--- src/svn_pkg.sv ---
// widths and constants of the stretched value noise block
// no dependencies
package svn_pkg;

  // item fields and configuration
  localparam int LEVEL_W  = 15;
  localparam int LEN_W    = 13;
  localparam int SAMPLE_W = 16;

  // fixed point format of position and step
  localparam int FRAC_BITS   = 24;
  localparam int MAX_SEGMENT = 4096;
  localparam int POS_W       = FRAC_BITS + 2;
  localparam int LEVEL_SHIFT = FRAC_BITS - LEVEL_W;

  // shaping datapath, t is held in Q24 with one integer bit
  localparam int T_W    = 25;
  localparam int P_W    = 28;
  localparam int PROD_W = P_W + T_W;
  localparam int SS_W   = PROD_W - 24;

  // restoring divider
  localparam int DIV_W     = 31;
  localparam int REM_W     = LEN_W;
  localparam int CNT_W     = 5;
  localparam int STEP_ITER = LEVEL_W + LEVEL_SHIFT;

  // constants of the shaping curve
  localparam int SCALE_DEN  = 99;
  localparam int HALF_LEVEL = 16384;
  localparam int LEN_RESET  = 64;

  // pos*100/99 is pos + pos/99; pos/99 by reciprocal, exact for pos below 2^25
  localparam int     RECIP_SHIFT = 32;
  localparam longint T_RECIP     =
    ((longint'(1) << RECIP_SHIFT) + longint'(SCALE_DEN) - 1) / longint'(SCALE_DEN);

endpackage

--- src/svn_in_if.sv ---
// input channel of the stretched value noise block: one random level per item
// depends on svn_pkg
interface svn_in_if;
  import svn_pkg::*;

  logic               valid;
  logic               ready;
  logic [LEVEL_W-1:0] random_level;

  modport source (output valid, output random_level, input ready);
  modport sink   (input valid, input random_level, output ready);
endinterface

--- src/svn_out_if.sv ---
// output channel of the stretched value noise block: one sample per item
// depends on svn_pkg
interface svn_out_if;
  import svn_pkg::*;

  logic                       valid;
  logic                       ready;
  logic signed [SAMPLE_W-1:0] sample;
  logic                       segment_start;

  modport source (output valid, output sample, output segment_start, input ready);
  modport sink   (input valid, input sample, input segment_start, output ready);
endinterface

--- src/stretched_value_noise.sv ---
// stretched value noise: linear segments between random levels, shaped by smootherstep
// depends on svn_pkg, svn_in_if, svn_out_if
//
//   channel   dir   handshake      payload
//   in_i      in    valid/ready    random_level[14:0]
//   out_o     out   valid/ready    sample[15:0] signed, segment_start
//   cfg       in    cfg_we_i       cfg_wdata_i[12:0] = stretch_length
//
// a segment-start item runs the 24-step divide of the step size on the restoring
// divider (S_SDIV, S_SFIX) before the shaping steps that a stepping item runs alone;
// the shared multiplier is used in four steps (1/99, t^2, t^3, p*t^3)
// reset sets stretch_length 64, the end level to one half, position and step 0
// a finished sample waits in the output register; a new item is taken meanwhile,
// and a second finished sample stalls in the last step until the output is free
module stretched_value_noise (
  input  logic                       clk_i,
  input  logic                       rst_ni,
  svn_in_if.sink                     in_i,
  svn_out_if.source                  out_o,
  input  logic                       cfg_we_i,
  input  logic [svn_pkg::LEN_W-1:0]  cfg_wdata_i
);
  import svn_pkg::*;

  typedef enum logic [9:0] {
    S_IDLE  = 10'b00_0000_0001,
    S_SDIV  = 10'b00_0000_0010,
    S_SFIX  = 10'b00_0000_0100,
    S_TLOAD = 10'b00_0000_1000,
    S_TSAT  = 10'b00_0001_0000,
    S_SQ    = 10'b00_0010_0000,
    S_CUBE  = 10'b00_0100_0000,
    S_POLY  = 10'b00_1000_0000,
    S_MUL3  = 10'b01_0000_0000,
    S_FIN   = 10'b10_0000_0000
  } state_e;

  localparam logic [T_W-1:0]   T_ONE = T_W'(1) << FRAC_BITS;
  localparam logic [POS_W-1:0] POS_MAX = {1'b0, {(POS_W-1){1'b1}}};
  localparam logic [POS_W-1:0] POS_MIN = {1'b1, {(POS_W-1){1'b0}}};

  // control and architectural state
  state_e                     state_q, state_d;
  logic [LEN_W-1:0]           cfg_len_q, cfg_len_d;
  logic [LEN_W-1:0]           tick_q, tick_d;
  logic [LEVEL_W-1:0]         end_q, end_d;
  logic signed [POS_W-1:0]    step_q, step_d;
  logic signed [POS_W-1:0]    pos_q, pos_d;
  logic                       out_valid_q, out_valid_d;

  // datapath registers
  logic [DIV_W-1:0]           dq_q, dq_d;
  logic [REM_W-1:0]           dr_q, dr_d;
  logic [REM_W-1:0]           dd_q, dd_d;
  logic [CNT_W-1:0]           cnt_q, cnt_d;
  logic                       neg_q, neg_d;
  logic                       seg_q, seg_d;
  logic [T_W-1:0]             t_q, t_d;
  logic [T_W-1:0]             t2_q, t2_d;
  logic [T_W-1:0]             t3_q, t3_d;
  logic [P_W-1:0]             p_q, p_d;
  logic [PROD_W-1:0]          prod_q, prod_d;
  logic signed [SAMPLE_W-1:0] sample_q, sample_d;
  logic                       seg_out_q, seg_out_d;

  // effective segment length and divisor of the step
  logic [LEN_W-1:0] len;
  logic [LEN_W-1:0] step_div;
  assign len      = (cfg_len_q > LEN_W'(MAX_SEGMENT)) ? LEN_W'(MAX_SEGMENT) : cfg_len_q;
  assign step_div = (len == '0) ? LEN_W'(1) : len;

  // saturating position update
  logic [POS_W:0]   pos_sum;
  logic [POS_W-1:0] pos_sat;
  assign pos_sum = {pos_q[POS_W-1], pos_q} + {step_q[POS_W-1], step_q};
  always_comb begin
    if (pos_sum[POS_W] != pos_sum[POS_W-1]) begin
      pos_sat = pos_sum[POS_W] ? POS_MIN : POS_MAX;
    end else begin
      pos_sat = pos_sum[POS_W-1:0];
    end
  end

  // level difference of a new segment, sign and magnitude
  logic [LEVEL_W:0]   lvl_diff;
  logic [LEVEL_W-1:0] lvl_mag;
  assign lvl_diff = {1'b0, in_i.random_level} - {1'b0, end_q};
  assign lvl_mag  = lvl_diff[LEVEL_W] ? LEVEL_W'(-lvl_diff) : lvl_diff[LEVEL_W-1:0];

  // position clamped to [0, 1] for the shaping curve
  logic [T_W-1:0] pos_clamp;
  always_comb begin
    if (pos_q[POS_W-1]) begin
      pos_clamp = '0;
    end else if (pos_q[POS_W-2:0] > (POS_W-1)'(T_ONE)) begin
      pos_clamp = T_ONE;
    end else begin
      pos_clamp = pos_q[T_W-1:0];
    end
  end

  // stretched t: clamped position plus its ninety-ninth part
  logic [T_W-1:0] t_quot;
  logic [T_W-1:0] t_sum;
  assign t_quot = T_W'(prod_q[PROD_W-1:RECIP_SHIFT]);
  assign t_sum  = pos_clamp + t_quot;

  // restoring divider: one restoring step per cycle
  logic [REM_W:0]   div_rs;
  logic [REM_W:0]   div_diff;
  logic             div_ge;
  logic [DIV_W-1:0] div_q_next;
  logic [REM_W-1:0] div_r_next;
  assign div_rs     = {dr_q, dq_q[DIV_W-1]};
  assign div_diff   = div_rs - {1'b0, dd_q};
  assign div_ge     = div_rs >= {1'b0, dd_q};
  assign div_q_next = {dq_q[DIV_W-2:0], div_ge};
  assign div_r_next = div_ge ? div_diff[REM_W-1:0] : div_rs[REM_W-1:0];

  // shared multiplier, operands picked by the sequencer
  logic [P_W-1:0]    mul_a;
  logic [T_W-1:0]    mul_b;
  logic [PROD_W-1:0] mul_p;
  logic [T_W-1:0]    prod_hi;
  assign prod_hi = prod_q[FRAC_BITS+T_W-1:FRAC_BITS];
  always_comb begin
    mul_a = p_q;
    mul_b = t3_q;
    if (state_q == S_TLOAD) begin
      mul_a = P_W'(T_RECIP);
      mul_b = pos_clamp;
    end else if (state_q == S_SQ) begin
      mul_a = P_W'(t_q);
      mul_b = t_q;
    end else if (state_q == S_CUBE) begin
      mul_a = P_W'(prod_hi);
      mul_b = t_q;
    end
  end
  assign mul_p = PROD_W'(mul_a) * PROD_W'(mul_b);

  // polynomial 6t^2 - 15t + 10, clamped at zero
  logic signed [DIV_W-1:0] poly;
  assign poly = $signed(DIV_W'(t2_q) << 2) + $signed(DIV_W'(t2_q) << 1)
              - $signed(DIV_W'(t_q) << 4) + $signed(DIV_W'(t_q))
              + $signed(DIV_W'(10) << FRAC_BITS);

  // final sample from the shaped value
  logic [SS_W-1:0]           ss;
  logic signed [SS_W-7:0]    s_full;
  assign ss     = prod_q[PROD_W-1:FRAC_BITS];
  assign s_full = $signed({1'b0, ss[SS_W-1:8]}) - $signed((SS_W-6)'(32768));

  assign in_i.ready          = (state_q == S_IDLE);
  assign out_o.valid         = out_valid_q;
  assign out_o.sample        = sample_q;
  assign out_o.segment_start = seg_out_q;

  // sequencer
  always_comb begin
    state_d     = state_q;
    cfg_len_d   = cfg_len_q;
    tick_d      = tick_q;
    end_d       = end_q;
    step_d      = step_q;
    pos_d       = pos_q;
    out_valid_d = out_valid_q;
    dq_d        = dq_q;
    dr_d        = dr_q;
    dd_d        = dd_q;
    cnt_d       = cnt_q;
    neg_d       = neg_q;
    seg_d       = seg_q;
    t_d         = t_q;
    t2_d        = t2_q;
    t3_d        = t3_q;
    p_d         = p_q;
    prod_d      = prod_q;
    sample_d    = sample_q;
    seg_out_d   = seg_out_q;

    if (cfg_we_i) begin
      cfg_len_d = cfg_wdata_i;
    end
    if (out_valid_q && out_o.ready) begin
      out_valid_d = 1'b0;
    end

    unique case (state_q)
      S_IDLE: begin
        if (in_i.valid) begin
          if (tick_q < len) begin
            pos_d   = pos_sat;
            tick_d  = tick_q + LEN_W'(1);
            seg_d   = 1'b0;
            state_d = S_TLOAD;
          end else begin
            tick_d  = '0;
            pos_d   = $signed(POS_W'(end_q) << LEVEL_SHIFT);
            end_d   = in_i.random_level;
            neg_d   = lvl_diff[LEVEL_W];
            dq_d    = DIV_W'(lvl_mag) << (DIV_W - LEVEL_W);
            dr_d    = '0;
            dd_d    = step_div;
            cnt_d   = CNT_W'(STEP_ITER - 1);
            seg_d   = 1'b1;
            state_d = S_SDIV;
          end
        end
      end
      S_SDIV: begin
        dq_d  = div_q_next;
        dr_d  = div_r_next;
        cnt_d = cnt_q - CNT_W'(1);
        if (cnt_q == '0) begin
          state_d = S_SFIX;
        end
      end
      S_SFIX: begin
        // quotient truncated toward zero, sign applied afterwards
        step_d  = neg_q ? -$signed(POS_W'(dq_q[STEP_ITER-1:0]))
                        : $signed(POS_W'(dq_q[STEP_ITER-1:0]));
        state_d = S_TLOAD;
      end
      S_TLOAD: begin
        // position times the reciprocal of 99
        prod_d  = mul_p;
        state_d = S_TSAT;
      end
      S_TSAT: begin
        t_d     = (t_sum > T_ONE) ? T_ONE : t_sum;
        state_d = S_SQ;
      end
      S_SQ: begin
        prod_d  = mul_p;
        state_d = S_CUBE;
      end
      S_CUBE: begin
        t2_d    = prod_hi;
        prod_d  = mul_p;
        state_d = S_POLY;
      end
      S_POLY: begin
        t3_d    = prod_hi;
        p_d     = poly[DIV_W-1] ? '0 : poly[P_W-1:0];
        state_d = S_MUL3;
      end
      S_MUL3: begin
        prod_d  = mul_p;
        state_d = S_FIN;
      end
      S_FIN: begin
        if (!out_valid_q || out_o.ready) begin
          sample_d    = (s_full > $signed((SS_W-6)'(32767))) ? SAMPLE_W'(32767)
                                                            : s_full[SAMPLE_W-1:0];
          seg_out_d   = seg_q;
          out_valid_d = 1'b1;
          state_d     = S_IDLE;
        end
      end
      default: begin
        state_d = S_IDLE;
      end
    endcase
  end

  // control and architectural state registers
  always_ff @(posedge clk_i or negedge rst_ni) begin
    if (!rst_ni) begin
      state_q     <= S_IDLE;
      cfg_len_q   <= LEN_W'(LEN_RESET);
      tick_q      <= '0;
      end_q       <= LEVEL_W'(HALF_LEVEL);
      step_q      <= '0;
      pos_q       <= '0;
      out_valid_q <= 1'b0;
    end else begin
      state_q     <= state_d;
      cfg_len_q   <= cfg_len_d;
      tick_q      <= tick_d;
      end_q       <= end_d;
      step_q      <= step_d;
      pos_q       <= pos_d;
      out_valid_q <= out_valid_d;
    end
  end

  // datapath registers
  always_ff @(posedge clk_i) begin
    dq_q      <= dq_d;
    dr_q      <= dr_d;
    dd_q      <= dd_d;
    cnt_q     <= cnt_d;
    neg_q     <= neg_d;
    seg_q     <= seg_d;
    t_q       <= t_d;
    t2_q      <= t2_d;
    t3_q      <= t3_d;
    p_q       <= p_d;
    prod_q    <= prod_d;
    sample_q  <= sample_d;
    seg_out_q <= seg_out_d;
  end

endmodule

--- src/flat_wrapper.sv ---
// flat-port wrapper written by rule: the top's interface ports become plain ports
module stretched_value_noise_flat import svn_pkg::*;
  (clk_i, rst_ni, cfg_we_i, cfg_wdata_i, in_i_valid, in_i_random_level, in_i_ready, out_o_valid, out_o_sample, out_o_segment_start, out_o_ready);
  svn_in_if in_i_i ();
  svn_out_if out_o_i ();
  input  logic clk_i;
  input  logic rst_ni;
  input  logic cfg_we_i;
  input  logic [svn_pkg::LEN_W-1:0] cfg_wdata_i;
  input wire logic [$bits(in_i_i.valid)-1:0] in_i_valid;
  input wire logic [$bits(in_i_i.random_level)-1:0] in_i_random_level;
  output wire logic [$bits(in_i_i.ready)-1:0] in_i_ready;
  output wire logic [$bits(out_o_i.valid)-1:0] out_o_valid;
  output wire logic [$bits(out_o_i.sample)-1:0] out_o_sample;
  output wire logic [$bits(out_o_i.segment_start)-1:0] out_o_segment_start;
  input wire logic [$bits(out_o_i.ready)-1:0] out_o_ready;
  assign in_i_i.valid = in_i_valid;
  assign in_i_i.random_level = in_i_random_level;
  assign in_i_ready = in_i_i.ready;
  assign out_o_valid = out_o_i.valid;
  assign out_o_sample = out_o_i.sample;
  assign out_o_segment_start = out_o_i.segment_start;
  assign out_o_i.ready = out_o_ready;
  stretched_value_noise u_core (.clk_i(clk_i), .rst_ni(rst_ni), .in_i(in_i_i), .out_o(out_o_i), .cfg_we_i(cfg_we_i), .cfg_wdata_i(cfg_wdata_i));
endmodule
--- config.mk ---
export PLATFORM = sky130hd
export DESIGN_NAME = stretched_value_noise_flat
export DESIGN_NICKNAME = d
export VERILOG_FILES = /design/src/svn_pkg.sv /design/src/svn_in_if.sv /design/src/svn_out_if.sv /design/src/stretched_value_noise.sv /design/src/flat_wrapper.sv
export SDC_FILE = /design/constraint.sdc
export NUM_CORES = 2
export LEC_CHECK = 0
export ABC_AREA = 1
export BUFFER_PORTS_ARGS = -buffer_cell sky130_fd_sc_hd__buf_4
export CAP_MARGIN = 10
export CELL_PAD_IN_SITES_DETAIL_PLACEMENT = 1
export CELL_PAD_IN_SITES_GLOBAL_PLACEMENT = 2
export CORE_UTILIZATION = 41
export CTS_CLUSTER_SIZE = 20
export DETAILED_ROUTE_END_ITERATION = 7
export PLACE_DENSITY = 0.88
export SLEW_MARGIN = 15
export SYNTH_ARGS = -nofsm -noshare
export SYNTH_HDL_FRONTEND = slang
export SYNTH_SLANG_ARGS = --single-unit
--- constraint.sdc ---
create_clock -name clk_i -period 8.9 [get_ports clk_i]
set_input_delay 0.445 -clock clk_i [delete_from_list [all_inputs] [get_ports clk_i]]
set_output_delay 0.445 -clock clk_i [all_outputs]
set_load 0.01 [all_outputs]
Word level (Yosys, flattened, before mapping)
Index checks and enable logic that the tools add are counted.
{"block": "totals", "inputBits": 33, "out_inout_bits": 19, "word_cells": 102, "register_bits": 341}
{"block": "op_classes", "addsub": 13, "bitwise": 1, "eq_ne": 15, "reduce_logical": 12, "n_lt_le_gt_ge": 6, "n_mul": 1, "n_mux": 34}
{"op": "$mux W25", "n": 5}
{"op": "$mux W26", "n": 4}
{"op": "$pmux W10 S10", "n": 1}
{"op": "$mux W28", "n": 3}
{"op": "$mux W13", "n": 5}
{"op": "$mux W31", "n": 2}
{"op": "$pmux W31 S2", "n": 1}
{"op": "$mul A28 B25 Y53", "n": 1}
{"op": "$gt A25 B25 Y1 const B", "n": 2}
{"op": "$add A31 B26 Y31", "n": 1}
{"op": "$add A31 B29 Y31 const B", "n": 1}
{"op": "$sub A31 B30 Y31", "n": 1}
{"op": "$mux W10", "n": 3}
{"op": "$add A27 B26 Y28", "n": 1}
{"op": "$add A26 B26 Y27", "n": 1}
{"op": "$neg A24 Y26", "n": 1}
{"op": "$pmux W13 S2", "n": 1}
{"op": "$add A25 B21 Y25", "n": 1}
{"op": "$gt A23 B16 Y1 const B", "n": 1}
{"op": "$sub A21 B16 Y22 const B", "n": 1}
{"op": "$sub A15 B15 Y16", "n": 1}
{"op": "$mux W15", "n": 1}
{"op": "$neg A15 Y15", "n": 1}
{"op": "$ge A14 B13 Y1", "n": 1}
{"op": "other kinds (32)", "n": 41}

Depth between registers and ports, before layout
{"block": "depth", "ltp_word": 6, "ltp_mapped": 42, "depth_no_buf": 39}

Worst setup path before layout
OpenSTA, ideal clock, no wires.
{"block": "synth_path", "path_kind": "register -> register", "startpoint": "register u_core.state_q[9]", "endpoint": "register u_core.prod_q[52] (data pin)", "arrival_ps": 7688, "required_time_ps": 8640, "setup_ps": 260, "setup_slack_ps": 951, "path_stages_with_launch": 32, "cell_sequence": "dfrtp_1 > nor2_2 > buf_6 > nand3_4 > nor2_8 > clkbuf_1 > o21ai_0 > o21ai_0 > nand2_1 > inv_1 > buf_2 > nand2_1 > fa_1 > inv_1 > fa_1 > inv_1 > fa_1 > fa_1 > fa_1 > inv_1 > fa_1 > fa_1 > ha_1 > nand2_1 > nor2_1 > nand2_1 > or4_1 > o21ai_1 > nand3_1 > or2_1 > o21ai_2 > xor2_1"}
{"block": "synth_between", "elab_chain_cells": 5, "elab_cells_between_ends": 10, "cone_classes": "mul (1); eq/ne (3); mux (6)"}
{"item": "start, declared", "line": "stretched_value_noise.sv:43", "rtl": "state_e state_q, state_d;"}
{"item": "start signal, assigned", "line": "stretched_value_noise.sv:278", "rtl": "state_q <= state_d;"}
{"item": "$eq A10 B7 Y1", "line": "stretched_value_noise.sv:135", "rtl": "end else if (state_q == S_CUBE) begin"}
{"item": "$mux W28 or $mux W25 (tied branches)", "line": "stretched_value_noise.sv:135"}
{"item": "$mux W28 or $mux W25 (tied branches)", "line": "stretched_value_noise.sv:132", "rtl": "end else if (state_q == S_SQ) begin"}
{"item": "$mux W28 or $mux W25 (tied branches)", "line": "stretched_value_noise.sv:129", "rtl": "if (state_q == S_TLOAD) begin"}
{"item": "$mul A28 B25 Y53 *", "line": "stretched_value_noise.sv:140", "rtl": "assign mul_p = PROD_W'(mul_a) * PROD_W'(mul_b);"}
{"item": "net u_core.mul_p[52]", "line": "stretched_value_noise.sv:123", "rtl": "logic [PROD_W-1:0] mul_p;"}
{"item": "end signal, assigned", "line": "stretched_value_noise.sv:300", "rtl": "prod_q <= prod_d;"}
{"item": "end, declared", "line": "stretched_value_noise.sv:62", "rtl": "logic [PROD_W-1:0] prod_q, prod_d;"}
Mark *: on every way through the listed nets, which the timed path passes. The rest lies on a longest branch.
A chain may end at the register's enable or synchronous reset.

Worst setup path in the final report
{"block": "layout_path", "startpoint": "register u_core.state_q[3]", "endpoint": "register u_core.prod_q[40] (data pin)"}
Same word-level chain as after synthesis.

==> parameters.txt <==
Parameter                              Value

Status
  Outcome ... completed

Logic synthesis
  Synthesized net count ... roughly 6400
  Yosys warning total ... 0
  Yosys reg bits ... 317
  Number of flops mapped to enable cells by yosys ... between 200 and 250
  Cells after Synth ... 5405
  Summed instance area of the synthesized netlist ... 44000 µm²
  Number of distinct library cells after synthesis ... 71
  Ys async rst share ... around 33%
  Synth Area per Inst ... 8.13 µm²
  Sequential cell area fraction in the yosys report ... 20.5%
  Most frequently used flop master after synthesis ... sky130_fd_sc_hd__edfxtp_1

Clocking
  Maximum level of the CTS H-tree ... 2
  Total clock buffers created by CTS ... 36
  Number of sinks driven by the clock tree ... 317
  Maximum buffer depth of the clock tree ... 3
  CTS tree ... built
  CTS clk-pin slew, worst paths ... 0.06 ns
  CTS root buf ... sky130_fd_sc_hd__clkbuf_16
  Clk_lat worst skew ... approximately 0.57 ns

Global routing
  Met2 global-route usage ... 54.3%
  First-pass GRT wire length ... 256 mm
  Total global routing overflow ... 0
  Largest net degree at the start of global routing ... 73
  Vias in the first global route ... 41500
  Initial antenna violation count ... 1
  Top Usage Layer GRT ... met2
  Grt met3 use ... 5.09%
  Global routing met1 resource utilization ... 37.4%
  Total routing usage reported by global routing ... 31.5%

Worst setup path
  Kind of cell adding the most delay to the critical path ... adder cells
  Slowest cell delay on critical path ... roughly 0.52 ns
  Endpoint required time on the critical path ... between 9 and 10 ns
  Worst Setup Path Type ... flip-flop to flip-flop
  Critical path buffer and inverter count ... 11
  Critical path arrival ... 9.02 ns
  Type of element capturing the critical path ... flip-flop
  Most used cell, CP ... sky130_fd_sc_hd__inv_1
  Worst Setup Start Kind ... flip-flop
  Slowest stage cell on the critical path ... sky130_fd_sc_hd__fa_1
  Largest fanout on the critical path ... 20

Finish
  Fillcell total ... roughly 13000
  Commonest non-fill, non-tap cell in the layout ... sky130_fd_sc_hd__inv_1
  Final standard cell count with taps included and fillers excluded ... 6974
  Fraction of layout instances using a drive strength above 1 ... 7.92%
  Area used by sequential logic in the layout ... between 9000 and 10000 µm²
  Total Nets Final ... 6545
  Post-synthesis to final-layout area growth ... 10.1%
  Area occupied by multi-input gates ... 30000 µm²
  Leading cell types in the layout, fill and taps excluded ... sky130_fd_sc_hd__inv_1, sky130_fd_sc_hd__nand2_1, sky130_fd_sc_hd__fa_1, sky130_fd_sc_hd__nor2_1, sky130_fd_sc_hd__ha_1
  ANT cells ... 0

Detailed routing
  Routed Antenna Nets ... 0
  Pre-antenna DRT Iters ... 5
  Number of remaining DRC errors ... 0
  Total vias in the final route ... 37600
  Total Wirelength ... 166 mm
  Number of DRC violations after detailed-routing iteration 0 ... 2148
  Ratio of routed vias to standard cells ... 5.40
  Per-cell routed wire length ... 23.8 µm

Die
  Core outline area ... 106000 µm²
  Horizontal extent of the die ... 329 µm
  # rows ... 119
  IO Pins ... 52
  Chip height ... 329 µm
  DIE AREA ... between 100000 and 150000 µm²
  Starting Density ... 41.6%

Timing
  Final Critical Period ... 8.66 ns
  Final setup fails ... 0
  Peak clock frequency supported by timing ... about 0.12 GHz
  Worst clock skew ... 0.0222 ns
  Share of the cycle needed by the critical path after routing ... a little over nine tenths
  Worst slew margin relative to its limit ... 32.9%
  Unrepaired setup endpoints after global routing ... yes
  Final Hold Violating Endpoints ... 0
  Hold slack ... 0.0900 ns
  Total count of max-transition violations in the final report ... 0
  Actual slew at the worst max-slew pin ... 1.01 ns

Hold path
  Path category of the worst min-delay check ... input pin to flip-flop

Placed design
  Input/output buffers ... 51
  Dpl cells ... ~7000
  Final HPWL from detailed placement ... approximately 140 mm
  Final weighted congestion in routability-driven placement ... 1.01

Flow run
  Max Cap Violations ... 0
## cell usage after synthesis (11+ instances only)
library cell | instances | area, µm²
sky130_fd_sc_hd__nor2_1 | 613 | 2300
sky130_fd_sc_hd__ha_1 | 336 | 4200
sky130_fd_sc_hd__a211oi_1 | 14 | 105
sky130_fd_sc_hd__a21o_1 | 12 | 90.1
sky130_fd_sc_hd__o21bai_1 | 16 | 120
sky130_fd_sc_hd__o21ai_1 | 17 | 85.1
sky130_fd_sc_hd__dfrtp_1 | 101 | 2530
sky130_fd_sc_hd__buf_2 | 56 | 280
sky130_fd_sc_hd__nand3_1 | 107 | 536
sky130_fd_sc_hd__xnor2_1 | 42 | 368
sky130_fd_sc_hd__a31oi_1 | 16 | 100
sky130_fd_sc_hd__nand2_1 | 1097 | 4120
sky130_fd_sc_hd__nand4_1 | 41 | 257
sky130_fd_sc_hd__xor2_1 | 106 | 928
sky130_fd_sc_hd__or2_2 | 12 | 75.1
sky130_fd_sc_hd__fa_1 | 621 | 12400
sky130_fd_sc_hd__inv_1 | 1116 | 4190
sky130_fd_sc_hd__o211ai_1 | 25 | 188
sky130_fd_sc_hd__edfxtp_1 | 213 | 6400
sky130_fd_sc_hd__inv_2 | 22 | 82.6
sky130_fd_sc_hd__nor4_1 | 17 | 106
sky130_fd_sc_hd__o21ai_0 | 258 | 1290
sky130_fd_sc_hd__nor3_1 | 51 | 255
sky130_fd_sc_hd__clkbuf_1 | 81 | 304
sky130_fd_sc_hd__o21a_1 | 17 | 128
sky130_fd_sc_hd__nor2_2 | 11 | 68.8
sky130_fd_sc_hd__a21oi_1 | 257 | 1290
## metal layers
layer / wire length (µm) / part of all wire [%]
met4: 10900 / 6.6
met3: 9580 / 5.8
met2: 80500 / 49
met1: 64800 / 39
met5: 0 / 0
## metrics by stage
step	utilization, %	setup slack [ns]	setup TNS [ns]	cell area, µm²
2_1_floorplan	-	0.951	0	44000
3_3_place_gp	44.5	-0.107	-0.550	47000
3_5_place_dp	44.5	-0.143	-0.699	47000
4_1_cts	45.7	0.00589	0	48300
5_1_grt	45.8	-0.0223	-0.0223	48400
6_report	45.8	0.244	0	48400
## state kept, by name, summed over array words and instances (netlist names), 13 cells and up
signal and flops:
u_core.dq_q 31, u_core.step_q 26, u_core.cfg_len_q 13, u_core.t_q 25, u_core.end_q 15, u_core.dr_q 13
u_core.prod_q 29, u_core.pos_q 26, u_core.out_o.sample 16, u_core.p_q 28, u_core.tick_q 13, u_core.dd_q 13
u_core.t2_q 25, u_core.t3_q 25
## worst paths after layout
path / from / to / slack [ns] / depth (start not counted)
hold reg to reg: u_core.step_q[25] / u_core.step_q[25] / 0.50 / 2
setup / recovery: u_core.state_q[3] / u_core.prod_q[40] / 0.24 / 35
setup reg to reg: u_core.state_q[3] / u_core.prod_q[40] / 0.24 / 35
max in group asynchronous: rst_ni / u_core.end_q[7] / 7.12 / 3
hold / removal: out_o_ready / u_core.out_o.valid / 0.09 / 2
min in group asynchronous: rst_ni / u_core.cfg_len_q[7] / 0.38 / 2
## kinds of logic (layout without fill, tap and decap cells)
logic type / Yosys count / count (layout) / synth area share, %
compound gates: 680 / 680 / 8.66
xor+xnor: 148 / 148 / 2.95
fa+ha+maj: 957 / 957 / 37.8
buf+inv: 1297 / 1475 / 11.3
flops: 317 / 317 / 20.5
simple gates: 2006 / 2006 / 18.7
## area by class of cell
cell class | count | share of cell area [%]
multi-input cells | 3791 | 62.1
flip-flops and latches | 317 | 18.6
inverters | 1148 | 8.98
repair buffers | 261 | 4.29
well taps | 1391 | 3.60
clock buffers | 46 | 2.04
clock inverters | 20 | 0.429
## timing repair
item / 4_1_cts / 5_1_grt
endpoints found under the setup margin: 15 / 27
setup buffers: 2 / 8
pin swaps: 0 / 2
gates resized for setup: 2 / 39
hold endpoints to repair: 31 / 0
hold buffers: 1 / 0
cloned: 0 / 0
Power is not shown: default switching activity piles up to over one toggle a cycle in this logic, so the estimate is an artifact.
